==> src/rtl/prs_pkg.sv <==
`timescale 1ns / 1ps

package prs_pkg;

  localparam int unsigned LINE_W = 24;
  localparam int unsigned XL_W   = 24;
  localparam int unsigned STEP_W = 25;
  localparam int unsigned DFLT_W = 16;

  // input tdata: line_number, crossline
  localparam int unsigned IN_DATA_W  = 48;
  // output tdata: seg_line, seg_first, seg_last, seg_step, zero pad
  localparam int unsigned OUT_DATA_W = 104;
  localparam int unsigned OUT_PAD_W  = OUT_DATA_W - LINE_W - 2 * XL_W - STEP_W;

  typedef enum logic {
    CMD_ADD   = 1'b0,
    CMD_FLUSH = 1'b1
  } cmd_e;

  typedef struct packed {
    logic signed [STEP_W-1:0] step;
    logic signed [XL_W-1:0]   last;
    logic signed [XL_W-1:0]   first;
    logic signed [LINE_W-1:0] line;
    logic                     eol;
  } seg_t;

endpackage

==> src/rtl/position_run_segmenter_unit.sv <==
`timescale 1ns / 1ps

// position run segmenter
// input channel s_axis: one word per (line, crossline) position; tuser carries
// the command (add position or flush the pending segment)
// output channel m_axis: one word per stepped segment (line, first, last, step);
// tlast marks the final segment of a line
// cfg_we_i / cfg_wdata_i write the default crossline step, used when a line
// closes with a single-point segment and no step known; write only when idle
// a segment caused by an accepted word is registered and shows on m_axis in the cycle after
// throughput: one word per cycle while the receiver does not stall; the segment
// state update is a single subtract and compare, so the next word follows with no gap
// each word causes at most one segment, held in one output register; a new
// word is taken while that register is empty or being drained in the same cycle
// receiver stall: the output register holds its segment and s_axis_tready drops
// until m_axis_tready returns
// reset: no line open, default step 1, output register empty
module position_run_segmenter_unit (
  input  logic         clk_i,
  input  logic         rst_ni,
  // configuration: default_crossline_step
  input  logic         cfg_we_i,
  input  logic [15:0]  cfg_wdata_i,
  // input words
  input  logic         s_axis_tvalid,
  output logic         s_axis_tready,
  input  logic [47:0]  s_axis_tdata,   // [23:0] line_number, [47:24] crossline
  input  logic         s_axis_tuser,   // [0] command
  // output segments
  output logic         m_axis_tvalid,
  input  logic         m_axis_tready,
  output logic [103:0] m_axis_tdata,   // [23:0] seg_line, [47:24] seg_first,
                                       // [71:48] seg_last, [96:72] seg_step, zero pad
  output logic         m_axis_tlast    // end_of_line
);

  localparam int unsigned LW = prs_pkg::LINE_W;
  localparam int unsigned XW = prs_pkg::XL_W;
  localparam int unsigned SW = prs_pkg::STEP_W;
  localparam int unsigned DW = prs_pkg::DFLT_W;

  // configuration register
  logic [DW-1:0] dflt_step_q;

  // segment state
  logic                 line_open_q, line_open_d;
  logic signed [LW-1:0] cur_line_q, cur_line_d;
  logic signed [XW-1:0] run_start_q, run_start_d;
  logic signed [XW-1:0] run_end_q, run_end_d;
  logic                 step_known_q, step_known_d;
  logic signed [SW-1:0] run_step_q, run_step_d;
  logic                 emitted_q, emitted_d;
  logic signed [SW-1:0] first_step_q, first_step_d;

  // output register
  logic          out_valid_q, out_valid_d;
  prs_pkg::seg_t out_seg_q;
  prs_pkg::seg_t seg;
  logic          emit;

  logic                 in_acc;
  prs_pkg::cmd_e        cmd;
  logic signed [LW-1:0] in_line;
  logic signed [XW-1:0] in_xl;
  logic signed [SW-1:0] diff;
  logic signed [SW-1:0] close_step;

  // word taken whenever the output register can take a result
  assign s_axis_tready = !out_valid_q || m_axis_tready;
  assign in_acc        = s_axis_tvalid && s_axis_tready;

  assign cmd     = prs_pkg::cmd_e'(s_axis_tuser);
  assign in_line = s_axis_tdata[LW-1:0];
  assign in_xl   = s_axis_tdata[LW+XW-1:LW];

  // crossline difference, one bit wider so it never wraps
  assign diff = {in_xl[XW-1], in_xl} - {run_end_q[XW-1], run_end_q};

  // step of a closing segment when none was seen: first segment step of the
  // line, else the configured default
  always_comb begin
    if (step_known_q) begin
      close_step = run_step_q;
    end else if (emitted_q) begin
      close_step = first_step_q;
    end else begin
      close_step = {{(SW-DW){1'b0}}, dflt_step_q};
    end
  end

  always_comb begin
    line_open_d  = line_open_q;
    cur_line_d   = cur_line_q;
    run_start_d  = run_start_q;
    run_end_d    = run_end_q;
    step_known_d = step_known_q;
    run_step_d   = run_step_q;
    emitted_d    = emitted_q;
    first_step_d = first_step_q;
    emit         = 1'b0;
    seg.line     = cur_line_q;
    seg.first    = run_start_q;
    seg.last     = run_end_q;
    seg.step     = close_step;
    seg.eol      = 1'b1;

    if (in_acc) begin
      case (cmd)
        prs_pkg::CMD_FLUSH: begin
          if (line_open_q) begin
            emit         = 1'b1;
            line_open_d  = 1'b0;
            step_known_d = 1'b0;
            emitted_d    = 1'b0;
          end
        end
        prs_pkg::CMD_ADD: begin
          if (!line_open_q || in_line != cur_line_q) begin
            // line change closes the old line; then open a fresh one
            emit         = line_open_q;
            line_open_d  = 1'b1;
            cur_line_d   = in_line;
            run_start_d  = in_xl;
            run_end_d    = in_xl;
            step_known_d = 1'b0;
            emitted_d    = 1'b0;
          end else if (diff != '0) begin
            if (!step_known_q) begin
              run_step_d   = diff;
              step_known_d = 1'b1;
            end else if (run_step_q != diff) begin
              // step break: emit current segment, open a new one here
              emit         = 1'b1;
              seg.step     = run_step_q;
              seg.eol      = 1'b0;
              if (!emitted_q) begin
                emitted_d    = 1'b1;
                first_step_d = run_step_q;
              end
              run_start_d  = in_xl;
              step_known_d = 1'b0;
            end
            run_end_d = in_xl;
          end
        end
        default: ;
      endcase
    end
  end

  always_comb begin
    if (emit) begin
      out_valid_d = 1'b1;
    end else if (m_axis_tready) begin
      out_valid_d = 1'b0;
    end else begin
      out_valid_d = out_valid_q;
    end
  end

  always_ff @(posedge clk_i or negedge rst_ni) begin
    if (!rst_ni) begin
      dflt_step_q  <= DW'(1);
      line_open_q  <= 1'b0;
      cur_line_q   <= '0;
      run_start_q  <= '0;
      run_end_q    <= '0;
      step_known_q <= 1'b0;
      run_step_q   <= '0;
      emitted_q    <= 1'b0;
      first_step_q <= '0;
      out_valid_q  <= 1'b0;
    end else begin
      if (cfg_we_i) begin
        dflt_step_q <= cfg_wdata_i;
      end
      line_open_q  <= line_open_d;
      cur_line_q   <= cur_line_d;
      run_start_q  <= run_start_d;
      run_end_q    <= run_end_d;
      step_known_q <= step_known_d;
      run_step_q   <= run_step_d;
      emitted_q    <= emitted_d;
      first_step_q <= first_step_d;
      out_valid_q  <= out_valid_d;
    end
  end

  // segment payload, loaded only when a segment is produced
  always_ff @(posedge clk_i) begin
    if (emit) begin
      out_seg_q <= seg;
    end
  end

  assign m_axis_tvalid = out_valid_q;
  assign m_axis_tlast  = out_seg_q.eol;
  assign m_axis_tdata  = {{prs_pkg::OUT_PAD_W{1'b0}}, out_seg_q.step, out_seg_q.last,
                          out_seg_q.first, out_seg_q.line};

  // a stalled segment must block new words so it is not overwritten
  a_stall_blocks: assert property (@(posedge clk_i) disable iff (!rst_ni)
    out_valid_q && !m_axis_tready |-> !s_axis_tready)
    else $error("input taken while output segment stalled");

  // a flush of an open line yields a segment marked last of its line
  a_flush_eol: assert property (@(posedge clk_i) disable iff (!rst_ni)
    in_acc && s_axis_tuser && line_open_q |=> m_axis_tvalid && m_axis_tlast)
    else $error("flush of open line did not emit a last segment");

  // step and segment history only exist inside an open line
  a_state_open: assert property (@(posedge clk_i) disable iff (!rst_ni)
    (step_known_q || emitted_q) |-> line_open_q)
    else $error("segment state set with no open line");

  // a segment broken by a step change always carries a nonzero step
  a_break_step: assert property (@(posedge clk_i) disable iff (!rst_ni)
    out_valid_q && !out_seg_q.eol |-> out_seg_q.step != '0)
    else $error("mid-line segment with zero step");

endmodule
==> config.mk <==
export PLATFORM = sky130hd
export DESIGN_NAME = position_run_segmenter_unit
export DESIGN_NICKNAME = d
export VERILOG_FILES = /design/src/rtl/prs_pkg.sv /design/src/rtl/position_run_segmenter_unit.sv
export SDC_FILE = /design/constraint.sdc
export NUM_CORES = 1
export LEC_CHECK = 0
export BUFFER_PORTS_ARGS = -buffer_cell sky130_fd_sc_hd__buf_2
export CORE_AREA = 2 2 201 203
export CTS_CLUSTER_DIAMETER = 120
export DETAILED_ROUTE_END_ITERATION = 10
export DIE_AREA = 0 0 203 205
export GPL_ROUTABILITY_DRIVEN = 0
export PLACE_DENSITY = 0.5
export REMOVE_ABC_BUFFERS = 1
export SYNTH_ARGS = -nofsm -noshare
export SYNTH_HDL_FRONTEND = slang
export SYNTH_SLANG_ARGS = --single-unit
==> constraint.sdc <==
create_clock -name clk_i -period 9.93 [get_ports clk_i]
set_clock_uncertainty 0.15 [all_clocks]
set_input_delay 0.993 -clock clk_i [delete_from_list [all_inputs] [get_ports clk_i]]
set_output_delay 0.993 -clock clk_i [all_outputs]
set_load 0.005 [all_outputs]
==> summary.md <==
| Metric | Value |
|---|---|
| Syn avg cell area | `12.6 sq um` |
| Syn Inst Count | `925` |
| Hold-fix buffers, CTS | `0` |
| Final setup violation count | `0` |
| Die ar. | `41600 sq um` |
| Final min period | `5120 ps` |
| Ant. Diodes | `0` |
| Total of max-cap violations | `0` |
| PostCTS Resize Cnt | `0` |
| Pins Over Slew Limit | `0` |
| DP HPWL | `20300 um` |
| Number of library cell types mapped by synthesis | `82` |
| NetSw | `840 uW` |
| Core Area | `39400 sq um` |
| Clock Sinks | `240` |
| Hold WC Path Type | `register to register` |
| # H-tree levels | `1` |
| First-pass GRT wire length | `45100 um` |
| Vias after detailed routing | `7796` |
| Flop pwr share | `41.3%` |
| Yosys warns | `0` |
| Seq cells post-synth | `240` |
| Largest net degree at the start of global routing | `96` |
| Worst slew margin | `14.0%` |
| Crit path DAT | `5160 ps` |
| Startpoint types | `input pin` |
| DR WL/cell | `17.5 um` |
| CTS clk-pin slew, worst paths | `60 ps` |
| EDFF count, synth | `98` |
| Vias/cell | `4.77` |
| Sw Share | `28.7%` |
| # DRC | `0` |
| Setup CP Type | `input pin to register` |
| Routed Antenna Nets | `0` |
| Port Buffers | `169` |
| 1st-pass router iterations | `5` |
| Worst-Skew Late Latency | `570 ps` |
| Clock Path Buffers | `3` |
| Outcome | `finished clean` |
| Initial antenna violation count | `0` |
| Worst path required time | `9960 ps` |
| Remaining global-route overflow | `0` |
| Number of hold violations in the final report | `0` |
| Rows | `73` |
| Crit. End Element | `register` |
| Peak VDD IR | `126 uV` |
| Fin nets | `1184` |
| Main synth FF type | `dfrtp_1` |
| CP cell instances | `buf_2 > ha_1 > nand4_1 > nor4_1 > nor4_1 > a2111oi_1 > xor2_1 > a311oi_1 > o2111ai_1 > a2111o_1 > nand2_1 > o22ai_4 > buf_4` |
| I/O pins | `177` |
| Final WL | `28700 um` |
| Initial core utilization | `29.6%` |
| Ys async rst share | `59.2%` |
| Final core utilization | `35.5%` |
| Final worst-path cycle share | `51.6%` |
| Die X | `203 um` |
| Layout area overhead | `19.7%` |
| Gr usage total | `13.8%` |
| Cell area after placement | `13000 sq um` |
| Hold WS | `300 ps` |
| Vias in the first global route | `7862` |
| Max Freq | `0.195 GHz` |
| Detailed Route Iter0 Violations | `306` |
| Clock root cell | `clkbuf_16` |
| Total negative slack | `0 ps` |
| Critical path buffers and inverters | `2` |
| Critical Path Fanout Max | `62` |
| Gate power share | `21.4%` |
| Critical path's largest stage delay | `780 ps` |
| Most frequent CP cell | `nor4_1` |
| Cell Int Power | `2.09 mW` |
| Slew @ Worst Pin | `1290 ps` |
| CP top delay family | `compound AO/OA/AOI/OAI gates` |
| Final Power | `2.93 mW` |
| PD cells | `209 nW/um^2` |
| Die height | `205 um` |
| Cell area after synthesis | `11700 sq um` |
| Slowest cell on crit path | `a2111oi_1` |
| Layout cells sized above 1 | `33.2%` |
| Sequential-to-total area share from yosys stat | `55.7%` |
| Number of buffers created by CTS | `28` |
| Static leakage | `5.85 nW` |
| RSZ-0062 raised after global routing | `false` |
| Clock Power Share | `37.3%` |
| Post-CTS setup buffers | `0` |
| CTS tree | `done` |
| Post-route cell area | `14000 sq um` |
## power groups by stage
stage               logic (mW)  clock network [mW]  registers (mW)
finish                   0.627                1.09            1.21
global route             0.700                1.16            1.22
CTS                      0.633                1.12            1.21
detailed placement       0.629                   0            1.23
global placement         0.624                   0            1.23
floorplan                0.435                   0            1.22
## cells in the mapped netlist (all sizes together), types with 4 or more instances
master | count | area (sq um)
nor3 | 6 | 30.0
mux2i | 21 | 210
xor2 | 24 | 218
o211ai | 7 | 57.6
nor2b | 4 | 25.0
clkbuf | 22 | 82.6
a2bb2oi | 4 | 35.0
a21oi | 34 | 174
edfxtp | 98 | 2940
a22o | 7 | 61.3
nand2 | 67 | 251
or3 | 5 | 31.3
nand3 | 15 | 80.1
a31o | 4 | 35.0
a31oi | 5 | 46.3
a221oi | 4 | 41.3
buf | 26 | 191
a211oi | 7 | 57.6
nor2 | 32 | 130
or2 | 7 | 43.8
inv | 38 | 143
mux2 | 126 | 1490
nor4 | 14 | 103
and2 | 9 | 56.3
o21ai | 42 | 210
a32oi | 4 | 35.0
dfrtp | 141 | 3530
ha | 24 | 300
nand2b | 10 | 62.6
and3 | 9 | 56.3
xnor2 | 29 | 254
o21a | 6 | 45.0
nand4 | 14 | 87.6
o21bai | 4 | 30.0
a21o | 11 | 82.6
## cells by family (layout without fill, tap and decap cells)
family | after synthesis | count (layout) | synth area share (%)
DFF | 240 | 240 | 55.7
other | 1 | 7 | 0.0322
buffers and inverters | 86 | 266 | 3.57
muxes | 147 | 147 | 14.6
AOI/OAI and AO/OA | 165 | 165 | 9.81
adders and majority gates | 25 | 25 | 2.75
and+or+nand+nor | 207 | 207 | 9.27
xor gates and xnor gates | 54 | 54 | 4.25
## state kept, by name (all words and copies together) (netlist names)
register	cells
m_axis_tdata	97
first_step_q	25
run_step_q	25
cur_line_q	24
run_end_q	24
run_start_q	24
dflt_step_q	16
emitted_q	1
line_open_q	1
m_axis_tlast	1
m_axis_tvalid	1
step_known_q	1
## layout by cell type (no fill, tap or decap), types with 5 or more instances in the layout
cell type | netlist | layout
a211oi_1 | 6 | 6
a21o_1 | 11 | 11
a21oi_1 | 33 | 33
a22o_1 | 7 | 7
and2_1 | 9 | 9
and3_1 | 9 | 9
buf_2 | 10 | 168
buf_4 | 9 | 7
bufinv_16 | 0 | 5
clkbuf_1 | 22 | 7
clkbuf_16 | 0 | 29
clkinvlp_4 | 0 | 5
conb_1 | 1 | 7
dfrtp_1 | 141 | 141
edfxtp_1 | 98 | 98
ha_1 | 24 | 24
inv_1 | 38 | 38
mux2_2 | 105 | 105
mux2_4 | 20 | 20
mux2i_1 | 21 | 21
nand2_1 | 67 | 67
nand2b_1 | 10 | 10
nand3_1 | 14 | 14
nand4_1 | 14 | 14
nor2_1 | 30 | 30
nor3_1 | 6 | 6
nor4_1 | 13 | 12
o211ai_1 | 6 | 6
o21a_1 | 6 | 6
o21ai_0 | 39 | 39
or2_2 | 7 | 7
or3_1 | 5 | 5
xnor2_1 | 29 | 29
xor2_1 | 23 | 23
## metal layers
metal	track usage, %	part of all wire [%]
met5	0	0
met1	18.6	47
met3	2.35	4.4
met4	3.91	2.7
met2	22.7	46
## worst paths after layout
check	from	end	slack, ps	cells after the start
worst max-delay path	s_axis_tdata[31]	m_axis_tdata[61]	4810	13
worst min-delay path	run_start_q[23]	m_axis_tdata[47]	300	0
worst max register to register	run_end_q[7]	m_axis_tdata[61]	4950	13
worst min register to register	run_start_q[23]	m_axis_tdata[47]	300	0
max in group asynchronous	rst_ni	dflt_step_q[15]	7960	2
min in group asynchronous	rst_ni	run_start_q[17]	400	1
## stage by stage
| step | setup slack, ps | std cells |
|---|---|---|
| floorplan | 1200 | 883 |
| global placement | 4350 | 1584 |
| detailed placement | 4230 | 1584 |
| CTS | 4820 | 1636 |
| global route | 4410 | 1636 |
| finish | 4810 | 1636 |
## area by class of cell
class,instances,area (sq um)
inverters,38,143
multi-input cells,605,4790
well taps,525,657
flip-flops and latches,240,6500
clock buffers,36,752
fillers,3893,25400
clock inverters,16,220
repair buffers,176,905
(Power assumes the default switching activity.)
